### src/design/lcdw_pkg.sv
// ----------------------------------------------------------------------------
// lcdw_pkg
// Shared types and constants of the LCD window write stream block.
// ----------------------------------------------------------------------------
package lcdw_pkg;

    // Input command codes.
    localparam logic CMD_OPEN_WINDOW = 1'b0;
    localparam logic CMD_PIXEL       = 1'b1;

    // Controller command bytes.
    localparam logic [7:0] DCS_COLUMN_SET   = 8'h2A;
    localparam logic [7:0] DCS_ROW_SET      = 8'h2B;
    localparam logic [7:0] DCS_MEMORY_WRITE = 8'h2C;

    // Configuration port.
    localparam int CFG_INDEX_W = 2;
    localparam int CFG_DATA_W  = 16;
    localparam logic [CFG_INDEX_W-1:0] REG_COLUMN_OFFSET = 2'd0;
    localparam logic [CFG_INDEX_W-1:0] REG_ROW_OFFSET    = 2'd1;
    localparam logic [15:0] COLUMN_OFFSET_RESET = 16'd0;
    localparam logic [15:0] ROW_OFFSET_RESET    = 16'd20;

    // Default depth of the queue between front and back end.
    localparam int QUEUE_DEPTH_DEFAULT = 4;

    typedef enum logic {
        KIND_WINDOW = 1'b0,
        KIND_PIXEL  = 1'b1
    } t_kind;

    // One classified job. For a window: a0/a1 are the column range and
    // b0/b1 the row range. For a pixel: a0 is the colour.
    typedef struct packed {
        t_kind       kind;
        logic [15:0] a0;
        logic [15:0] a1;
        logic [15:0] b0;
        logic [15:0] b1;
        logic        done;
    } t_entry;

endpackage

### src/design/lcdw_front.sv
// ----------------------------------------------------------------------------
// lcdw_front
// Accepts input items, forms window corners, tracks the pixel count.
// ----------------------------------------------------------------------------
module lcdw_front (
    input  logic                              i_clk,
    input  logic                              i_rst_n,
    input  logic                              i_push,
    output logic                              o_full,
    input  logic                              i_command,
    input  logic [15:0]                       i_x,
    input  logic [15:0]                       i_y,
    input  logic [15:0]                       i_width,
    input  logic [15:0]                       i_height,
    input  logic [15:0]                       i_pixel,
    input  logic                              i_cfg_we,
    input  logic [lcdw_pkg::CFG_INDEX_W-1:0]  i_cfg_index,
    input  logic [lcdw_pkg::CFG_DATA_W-1:0]   i_cfg_data,
    input  logic                              i_q_full,
    output logic                              o_q_push,
    output lcdw_pkg::t_entry                  o_q_entry
);

    logic [15:0] r_col_offset;
    logic [15:0] r_row_offset;
    logic [31:0] r_remaining;
    logic [31:0] n_remaining;

    logic        accept;
    logic        empty_window;
    logic [15:0] x0;
    logic [15:0] x1;
    logic [15:0] y0;
    logic [15:0] y1;
    logic [31:0] area;
    logic        done;

    assign o_full = i_q_full;
    assign accept = i_push && !i_q_full;

    assign empty_window = (i_width == 16'd0) || (i_height == 16'd0);
    assign x0   = i_x + r_col_offset;
    assign y0   = i_y + r_row_offset;
    assign x1   = x0 + i_width - 16'd1;
    assign y1   = y0 + i_height - 16'd1;
    assign area = {16'd0, i_width} * {16'd0, i_height};
    assign done = (r_remaining == 32'd1);

    always_comb begin
        n_remaining = r_remaining;
        o_q_push    = 1'b0;
        o_q_entry   = '0;
        if (i_command == lcdw_pkg::CMD_OPEN_WINDOW) begin
            o_q_entry.kind = lcdw_pkg::KIND_WINDOW;
            o_q_entry.a0   = x0;
            o_q_entry.a1   = x1;
            o_q_entry.b0   = y0;
            o_q_entry.b1   = y1;
            if (accept && !empty_window) begin
                o_q_push    = 1'b1;
                n_remaining = area;
            end
        end else begin
            o_q_entry.kind = lcdw_pkg::KIND_PIXEL;
            o_q_entry.a0   = i_pixel;
            o_q_entry.done = done;
            if (accept) begin
                o_q_push = 1'b1;
                if (r_remaining != 32'd0) begin
                    n_remaining = r_remaining - 32'd1;
                end
            end
        end
    end

    always_ff @(posedge i_clk) begin
        if (!i_rst_n) begin
            r_col_offset <= lcdw_pkg::COLUMN_OFFSET_RESET;
            r_row_offset <= lcdw_pkg::ROW_OFFSET_RESET;
            r_remaining  <= 32'd0;
        end else begin
            r_remaining <= n_remaining;
            if (i_cfg_we) begin
                case (i_cfg_index)
                    lcdw_pkg::REG_COLUMN_OFFSET: r_col_offset <= i_cfg_data;
                    lcdw_pkg::REG_ROW_OFFSET:    r_row_offset <= i_cfg_data;
                    default: ;
                endcase
            end
        end
    end

    // A pixel flagged as finishing the window must leave the count at zero.
    a_done_empties_count: assert property (@(posedge i_clk) disable iff (!i_rst_n)
        (o_q_push && o_q_entry.kind == lcdw_pkg::KIND_PIXEL && o_q_entry.done)
        |=> (r_remaining == 32'd0))
        else $error("window_done issued but pixel count not zero");

endmodule

### src/design/lcdw_queue.sv
// ----------------------------------------------------------------------------
// lcdw_queue
// Small first-in first-out queue of classified jobs.
// ----------------------------------------------------------------------------
module lcdw_queue #(
    parameter int DEPTH = lcdw_pkg::QUEUE_DEPTH_DEFAULT
) (
    input  logic             i_clk,
    input  logic             i_rst_n,
    input  logic             i_push,
    input  lcdw_pkg::t_entry i_entry,
    output logic             o_full,
    input  logic             i_pop,
    output lcdw_pkg::t_entry o_entry,
    output logic             o_empty
);

    localparam int PTR_W = $clog2(DEPTH);
    localparam int CNT_W = $clog2(DEPTH + 1);
    localparam logic [PTR_W-1:0] LAST_PTR = PTR_W'(DEPTH - 1);
    localparam logic [CNT_W-1:0] FULL_CNT = CNT_W'(DEPTH);
    localparam logic [PTR_W-1:0] PTR_ONE  = PTR_W'(1);
    localparam logic [CNT_W-1:0] CNT_ONE  = CNT_W'(1);

    lcdw_pkg::t_entry r_slot [DEPTH];
    logic [PTR_W-1:0] r_wr_ptr;
    logic [PTR_W-1:0] r_rd_ptr;
    logic [CNT_W-1:0] r_count;

    assign o_full  = (r_count == FULL_CNT);
    assign o_empty = (r_count == '0);
    assign o_entry = r_slot[r_rd_ptr];

    always_ff @(posedge i_clk) begin
        if (i_push) begin
            r_slot[r_wr_ptr] <= i_entry;
        end
    end

    always_ff @(posedge i_clk) begin
        if (!i_rst_n) begin
            r_wr_ptr <= '0;
            r_rd_ptr <= '0;
            r_count  <= '0;
        end else begin
            if (i_push) begin
                r_wr_ptr <= (r_wr_ptr == LAST_PTR) ? '0 : r_wr_ptr + PTR_ONE;
            end
            if (i_pop) begin
                r_rd_ptr <= (r_rd_ptr == LAST_PTR) ? '0 : r_rd_ptr + PTR_ONE;
            end
            case ({i_push, i_pop})
                2'b10:   r_count <= r_count + CNT_ONE;
                2'b01:   r_count <= r_count - CNT_ONE;
                default: ;
            endcase
        end
    end

    a_no_overflow: assert property (@(posedge i_clk) disable iff (!i_rst_n)
        i_push |-> (r_count != FULL_CNT))
        else $error("job queue written while full");

    a_no_underflow: assert property (@(posedge i_clk) disable iff (!i_rst_n)
        i_pop |-> (r_count != '0))
        else $error("job queue read while empty");

endmodule

### src/design/lcdw_back.sv
// ----------------------------------------------------------------------------
// lcdw_back
// Serializes queued jobs into link bytes behind an output register.
// ----------------------------------------------------------------------------
module lcdw_back (
    input  logic             i_clk,
    input  logic             i_rst_n,
    input  lcdw_pkg::t_entry i_q_entry,
    input  logic             i_q_empty,
    output logic             o_q_pop,
    input  logic             i_pop,
    output logic             o_empty,
    output logic [7:0]       o_out_byte,
    output logic             o_is_data,
    output logic             o_last,
    output logic             o_window_done
);

    localparam logic [3:0] WINDOW_LAST_IDX = 4'd10;
    localparam logic [3:0] PIXEL_LAST_IDX  = 4'd1;

    lcdw_pkg::t_entry r_cur;
    logic             r_cur_valid;
    logic [3:0]       r_idx;
    logic             r_out_valid;
    logic [7:0]       r_out_byte;
    logic             r_out_data;
    logic             r_out_last;
    logic             r_out_done;

    logic       advance;
    logic       at_last;
    logic       take_head;
    logic [7:0] sel_byte;
    logic       sel_data;

    assign advance   = !r_out_valid || i_pop;
    assign at_last   = (r_cur.kind == lcdw_pkg::KIND_PIXEL) ? (r_idx == PIXEL_LAST_IDX)
                                                          : (r_idx == WINDOW_LAST_IDX);
    assign take_head = !i_q_empty && (!r_cur_valid || (advance && at_last));
    assign o_q_pop   = take_head;

    always_comb begin
        sel_byte = 8'h00;
        sel_data = 1'b1;
        if (r_cur.kind == lcdw_pkg::KIND_PIXEL) begin
            sel_byte = (r_idx == 4'd0) ? r_cur.a0[15:8] : r_cur.a0[7:0];
        end else begin
            case (r_idx)
                4'd0: begin
                    sel_byte = lcdw_pkg::DCS_COLUMN_SET;
                    sel_data = 1'b0;
                end
                4'd1: sel_byte = r_cur.a0[15:8];
                4'd2: sel_byte = r_cur.a0[7:0];
                4'd3: sel_byte = r_cur.a1[15:8];
                4'd4: sel_byte = r_cur.a1[7:0];
                4'd5: begin
                    sel_byte = lcdw_pkg::DCS_ROW_SET;
                    sel_data = 1'b0;
                end
                4'd6: sel_byte = r_cur.b0[15:8];
                4'd7: sel_byte = r_cur.b0[7:0];
                4'd8: sel_byte = r_cur.b1[15:8];
                4'd9: sel_byte = r_cur.b1[7:0];
                default: begin
                    sel_byte = lcdw_pkg::DCS_MEMORY_WRITE;
                    sel_data = 1'b0;
                end
            endcase
        end
    end

    always_ff @(posedge i_clk) begin
        if (take_head) begin
            r_cur <= i_q_entry;
        end
        if (advance) begin
            r_out_byte <= sel_byte;
            r_out_data <= sel_data;
            r_out_last <= at_last;
            r_out_done <= at_last && r_cur.done && (r_cur.kind == lcdw_pkg::KIND_PIXEL);
        end
    end

    always_ff @(posedge i_clk) begin
        if (!i_rst_n) begin
            r_cur_valid <= 1'b0;
            r_idx       <= 4'd0;
            r_out_valid <= 1'b0;
        end else begin
            if (advance) begin
                r_out_valid <= r_cur_valid;
            end
            if (take_head) begin
                r_cur_valid <= 1'b1;
                r_idx       <= 4'd0;
            end else if (advance && r_cur_valid) begin
                if (at_last) begin
                    r_cur_valid <= 1'b0;
                end else begin
                    r_idx <= r_idx + 4'd1;
                end
            end
        end
    end

    assign o_empty       = !r_out_valid;
    assign o_out_byte    = r_out_byte;
    assign o_is_data     = r_out_data;
    assign o_last        = r_out_last;
    assign o_window_done = r_out_done;

    a_done_on_last: assert property (@(posedge i_clk) disable iff (!i_rst_n)
        (r_out_valid && r_out_done) |-> (r_out_last && r_out_data))
        else $error("window_done on a byte that does not end a pixel");

    a_idx_in_range: assert property (@(posedge i_clk) disable iff (!i_rst_n)
        r_cur_valid |-> (r_idx <= WINDOW_LAST_IDX))
        else $error("byte index ran past the end of the job");

endmodule

### src/design/lcd_window_write_stream.sv
// ----------------------------------------------------------------------------
// lcd_window_write_stream
// Window and pixel items in, command/data byte stream for a serial LCD out.
// ----------------------------------------------------------------------------
// Each transfer on the input side produces its bytes on the output queue in
// order. An open-window item produces eleven bytes (column set with start and
// end column, row set with start and end row, then memory write), or none at
// all when its width or height is zero. A pixel item produces two data bytes,
// high byte first. One byte leaves per cycle while the output is popped and a
// job is waiting; the pace is set by the byte serializer in the back end. The
// front end takes an item in every cycle while the job queue between the two
// halves has room, so a short burst of items is absorbed while bytes are still
// going out. From an idle block, an item passes the job queue, the current-job
// register and the output register before its first byte shows on the
// output. The column and row offsets may only be written while the block is
// idle; they are applied when an open-window item is accepted.
// ----------------------------------------------------------------------------
module lcd_window_write_stream #(
    parameter int QUEUE_DEPTH = lcdw_pkg::QUEUE_DEPTH_DEFAULT
) (
    input  logic                              i_clk,
    input  logic                              i_rst_n,
    // Input item queue side.
    input  logic                              push,
    output logic                              full,
    input  logic                              i_command,
    input  logic [15:0]                       i_x,
    input  logic [15:0]                       i_y,
    input  logic [15:0]                       i_width,
    input  logic [15:0]                       i_height,
    input  logic [15:0]                       i_pixel,
    // Configuration write port.
    input  logic                              i_cfg_we,
    input  logic [lcdw_pkg::CFG_INDEX_W-1:0]  i_cfg_index,
    input  logic [lcdw_pkg::CFG_DATA_W-1:0]   i_cfg_data,
    // Output byte queue side.
    output logic                              empty,
    input  logic                              pop,
    output logic [7:0]                        o_out_byte,
    output logic                              o_is_data,
    output logic                              o_last,
    output logic                              o_window_done
);

    logic             q_push;
    logic             q_pop;
    logic             q_full;
    logic             q_empty;
    lcdw_pkg::t_entry q_wr_entry;
    lcdw_pkg::t_entry q_rd_entry;
    logic             out_empty;

    // The front end classifies each item and keeps the pixel count, so the
    // count follows input order regardless of how far the back end lags.
    lcdw_front u_front (
        .i_clk       (i_clk),
        .i_rst_n     (i_rst_n),
        .i_push      (push),
        .o_full      (full),
        .i_command   (i_command),
        .i_x         (i_x),
        .i_y         (i_y),
        .i_width     (i_width),
        .i_height    (i_height),
        .i_pixel     (i_pixel),
        .i_cfg_we    (i_cfg_we),
        .i_cfg_index (i_cfg_index),
        .i_cfg_data  (i_cfg_data),
        .i_q_full    (q_full),
        .o_q_push    (q_push),
        .o_q_entry   (q_wr_entry)
    );

    // The job queue lets the front keep taking items while the back end is
    // still busy shifting out the bytes of earlier jobs.
    lcdw_queue #(
        .DEPTH (QUEUE_DEPTH)
    ) u_queue (
        .i_clk   (i_clk),
        .i_rst_n (i_rst_n),
        .i_push  (q_push),
        .i_entry (q_wr_entry),
        .o_full  (q_full),
        .i_pop   (q_pop),
        .o_entry (q_rd_entry),
        .o_empty (q_empty)
    );

    // The back end walks each job byte by byte into a registered output, and
    // fetches the next job in the same cycle as the last byte of the current
    // one, so consecutive jobs leave without a gap.
    lcdw_back u_back (
        .i_clk         (i_clk),
        .i_rst_n       (i_rst_n),
        .i_q_entry     (q_rd_entry),
        .i_q_empty     (q_empty),
        .o_q_pop       (q_pop),
        .i_pop         (pop && !out_empty),
        .o_empty       (out_empty),
        .o_out_byte    (o_out_byte),
        .o_is_data     (o_is_data),
        .o_last        (o_last),
        .o_window_done (o_window_done)
    );

    assign empty = out_empty;

endmodule
### config.mk
export PLATFORM = sky130hd
export DESIGN_NAME = lcd_window_write_stream
export DESIGN_NICKNAME = d
export VERILOG_FILES = /design/src/design/lcdw_pkg.sv /design/src/design/lcdw_front.sv /design/src/design/lcdw_queue.sv /design/src/design/lcdw_back.sv /design/src/design/lcd_window_write_stream.sv
export SDC_FILE = /design/constraint.sdc
export NUM_CORES = 1
export LEC_CHECK = 0
export BUFFER_PORTS_ARGS = -buffer_cell sky130_fd_sc_hd__buf_2
export CORE_ASPECT_RATIO = 1.4
export CORE_MARGIN = 5
export CORE_UTILIZATION = 40
export CTS_BUF_LIST = sky130_fd_sc_hd__clkbuf_8
export CTS_CLUSTER_DIAMETER = 120
export DETAILED_ROUTE_END_ITERATION = 12
export HOLD_SLACK_MARGIN = 0.03
export SLEW_MARGIN = 20
export SYNTH_ARGS = -nofsm -noshare
export SYNTH_HDL_FRONTEND = slang
export SYNTH_SLANG_ARGS = --single-unit
### constraint.sdc
create_clock -name i_clk -period 15.69 [get_ports i_clk]
set_input_delay 4.707 -clock i_clk [delete_from_list [all_inputs] [get_ports i_clk]]
set_output_delay 4.707 -clock i_clk [all_outputs]
set_load 0.01 [all_outputs]
==> qor.yml <==
met2_usage_pct: 38.9
tns_ps: 0
synth.ff_latch_count: 418
crit_arrival_ps: 11320
path_common_cell: "fa_1"
grt_use_met3_pct: 3.68
die_x_um: 235
post-route-period-util_pct: 68.6
synth.distinct_cells: 82
port_buffers: 116
drt-total-wl_um: 83500
grt.total_usage_pct: 21.6
critPathKind: "in2reg"
r2r-start: "u_front.r_row_offset[0]"
worst_path_max_delay_cell: "o311ai_1"
async_flop_share_pct: 0
cts_sinks: 418
maxCapViolations: 0
cts_tree: "yes"
multi_input_area_um2: 14800
synth_edf_count: 341
io-pin-count: 117
slew_headroom_pct: 36.0
place_congestion: 0.958
n_fill_cell: 6747
clk-insertion-delay-late_ps: 640
cp-end-kind: "flip-flop"
worstSetupStartpoint: "i_height[4]"
holdWs_ps: 461
timing.rr.end: "u_queue.r_slot[0][16]"
tightest_slew_ps: 959
clk_path_buf_depth: 3
p_per_area_nw_per_um2: 199
dr.pass1.iters: 7
fmax_mhz: 92.9
grt_pass1_wl_um: 126000
drtIter0Drc: 1083
hold_viol: 0
dp_hpwl_um: 64900
min_from: "u_front.r_col_offset[10]"
post-cts-setup-buffers: 0
min_path_type: "reg2reg"
irDropWorstVdd_v: 0.000285
gr-total-overflow: 0
crit_family: "adder cells"
busiest_layer: "met2"
synth_fp_nets: 3086
syn2layout_area_growth_pct: 10.2
p_total_uw: 6210
path_clk_slew_ps: 60
coreArea_um2: 70200
reg2reg_depth: 20
hold_depth: 2
worstSetupStartpointType: "primary input"
antenna_found_initial: 11
wl_per_cell_um: 22.8
start_util_pct: 40.2
ant_nets: 0
slowest_delay_ps: 580
die_h_um: 324
final_nets: 3175
htree_num_levels: 3
critical_path_required_ps: 16240
slew_violations: 0
syn_area_per_cell_um2: 11.0
rows: 115
via_count: 20000
status: "completed"
die-area_um2: 76100
critPathBufInv: 6
cts_hold_buf: 0
r2r_slack_ps: 10640
skew_ps: 42.8
worstPathMaxFanout: 15
ys_seq_area_share_pct: 41.7
vias_per_cell: 5.46
yosys_warnings: 0
grt_max_degree: 68
crit_chain: "buf_2 > inv_1 > nor2_1 > fa_1 > inv_1 > fa_1 > fa_1 > inv_1 > fa_1 > fa_1 > inv_1 > fa_1 > inv_1 > ha_1 > o211ai_1 > o21ai_0 > nor2_1 > o311ai_1 > a2111oi_0 > o32ai_1"
drc: 0
grt_pass1_vias: 21300
rsz0062_at_grt: "false"
layout-drive-gt1-share_pct: 12.2
synthFlopType: "edfxtp_1"
regArea_um2: 11800
use_met1_pct: 23.7
final_util_pct: 44.3
cts_root_buf: "clkbuf_8"
postSynthCellCount: 2579
period_needed_ps: 10770
worst_hold_path.endpoint: "u_front.r_col_offset[10]"
p_leak_uw: 0.0129
cts_resized: 0
syn_area_um2: 28300
setup_viol: 0
cts_made_buffers: 68
worst max-delay path by stage:
stage,endpoint,slack [ps],depth (start not counted)
final,u_front.r_remaining[31],4920,20
after global routing,u_front.r_remaining[26],4550,22
after CTS,u_front.r_remaining[26],4910,22
after detailed placement,u_front.r_remaining[26],4220,22
after global placement,u_front.r_remaining[26],4300,22
after floorplan,u_front.r_remaining[26],4990,22
worst reg2reg max path, delay by kind of cell, from the launching register on:
family                     cells  cell delay, ps
xor gates and xnor gates       3             710
DFF                            1             310
and+or+nand+nor                1             100
AOI/OAI and AO/OA             11            2410
buffers and inverters          1              60
adders and majority gates      4            1200
metal layers:
metal  wire length (um)  up-vias  part of all wire (%)
met5                 12        -                 0.014
met4               5800        2                   6.9
met3               3820      215                   4.6
met2              43200      604                    52
met1              30700    10100                    37
li1                   -     9096                     -
cell families (layout without fill, tap and decap cells):
logic type / count (synthesis) / after routing / synth area share [%]
simple gates: 722 / 722 / 11.3
other cells: 0 / 6 / 0
xor+xnor: 81 / 81 / 2.56
fa+ha+maj: 403 / 403 / 23.1
flops: 418 / 418 / 41.7
buf+inv: 456 / 598 / 6.12
mux: 81 / 81 / 5.83
compound gates: 418 / 418 / 9.38
cells in the mapped netlist (all sizes together), types with 5 or more instances:
cell | count | area share [%]
a2111oi | 8 | 0.27
a211oi | 19 | 0.50
a21o | 29 | 0.77
a21oi | 143 | 2.5
a221oi | 7 | 0.22
a22oi | 14 | 0.37
a31oi | 18 | 0.40
and2 | 27 | 0.60
and3 | 6 | 0.13
buf | 31 | 0.47
clkbuf | 81 | 1.1
clkinv | 5 | 0.066
dfxtp | 77 | 5.5
edfxtp | 341 | 36
fa | 199 | 14
ha | 204 | 9.0
inv | 339 | 4.5
mux2 | 8 | 0.32
mux2i | 7 | 0.25
mux4 | 66 | 5.3
nand2 | 305 | 4.1
nand2b | 11 | 0.24
nand3 | 25 | 0.44
nand4 | 8 | 0.18
nor2 | 238 | 3.2
nor2b | 7 | 0.15
nor3 | 33 | 0.60
nor4 | 16 | 0.48
o211ai | 10 | 0.27
o21a | 7 | 0.19
o21ai | 77 | 1.4
o21bai | 15 | 0.40
o22ai | 15 | 0.33
o31ai | 10 | 0.27
or2 | 5 | 0.11
or3 | 22 | 0.52
xnor2 | 35 | 1.1
xor2 | 45 | 1.4
sequential cells by signal (all words and copies together) (netlist names):
name,count
u_back.o_is_data,1
u_back.o_last,1
u_back.o_out_byte,8
u_back.o_window_done,1
u_back.r_cur,66
u_back.r_cur_valid,1
u_back.r_idx,4
u_back.r_out_valid,1
u_front.r_col_offset,16
u_front.r_remaining,32
u_front.r_row_offset,16
u_queue.r_count,3
u_queue.r_rd_ptr,2
u_queue.r_slot,264
u_queue.r_wr_ptr,2
cell type report:
class	count	area share (%)
Timing Repair Buffer	131	2.23
Multi-Input combinational cell	1705	47.4
Antenna cell	6	0.0482
Clock inverter	50	1.35
Inverter	344	4.15
Clock buffer	73	3.23
Tap cell	936	3.76
Sequential cell	418	37.9
placed cells by master, fill, tap and decap left out, drive strengths merged, types with 8 or more instances in the layout:
cell type and instances:
o211ai 10, mux4 66, o21ai 77, a31oi 18, nand3 25, xor2 45
xnor2 35, o22ai 15, clkbuf 73, nand4 8, fa 199, dfxtp 77
a21oi 143, nor2 238, a211oi 19, and2 27, edfxtp 341, nor4 16
clkinv 25, o21bai 15, nor3 33, or3 22, buf 131, ha 204
inv 362, nand2b 11, a21o 29, a2111oi 8, nand2 305, o31ai 10
mux2 8, a22oi 14
per-stage QoR:
| stage | worst slack [ps] | area [um2] | instances |
|---|---|---|---|
| after floorplan | 4990 | 28300 | 2579 |
| after global placement | 4300 | 29700 | 3534 |
| after detailed placement | 4220 | 29700 | 3534 |
| after CTS | 4910 | 31100 | 3657 |
| after global routing | 4550 | 31100 | 3660 |
| final | 4920 | 31100 | 3663 |
report_power, final:
group | total (uW) | switching [uW] | internal, uW | leakage (uW)
Sequential | 1680 | 136 | 1540 | 0.00384
Combinational | 3540 | 2180 | 1360 | 0.00827
Clock | 988 | 449 | 539 | 0.000796
(Power assumes the default switching activity.)
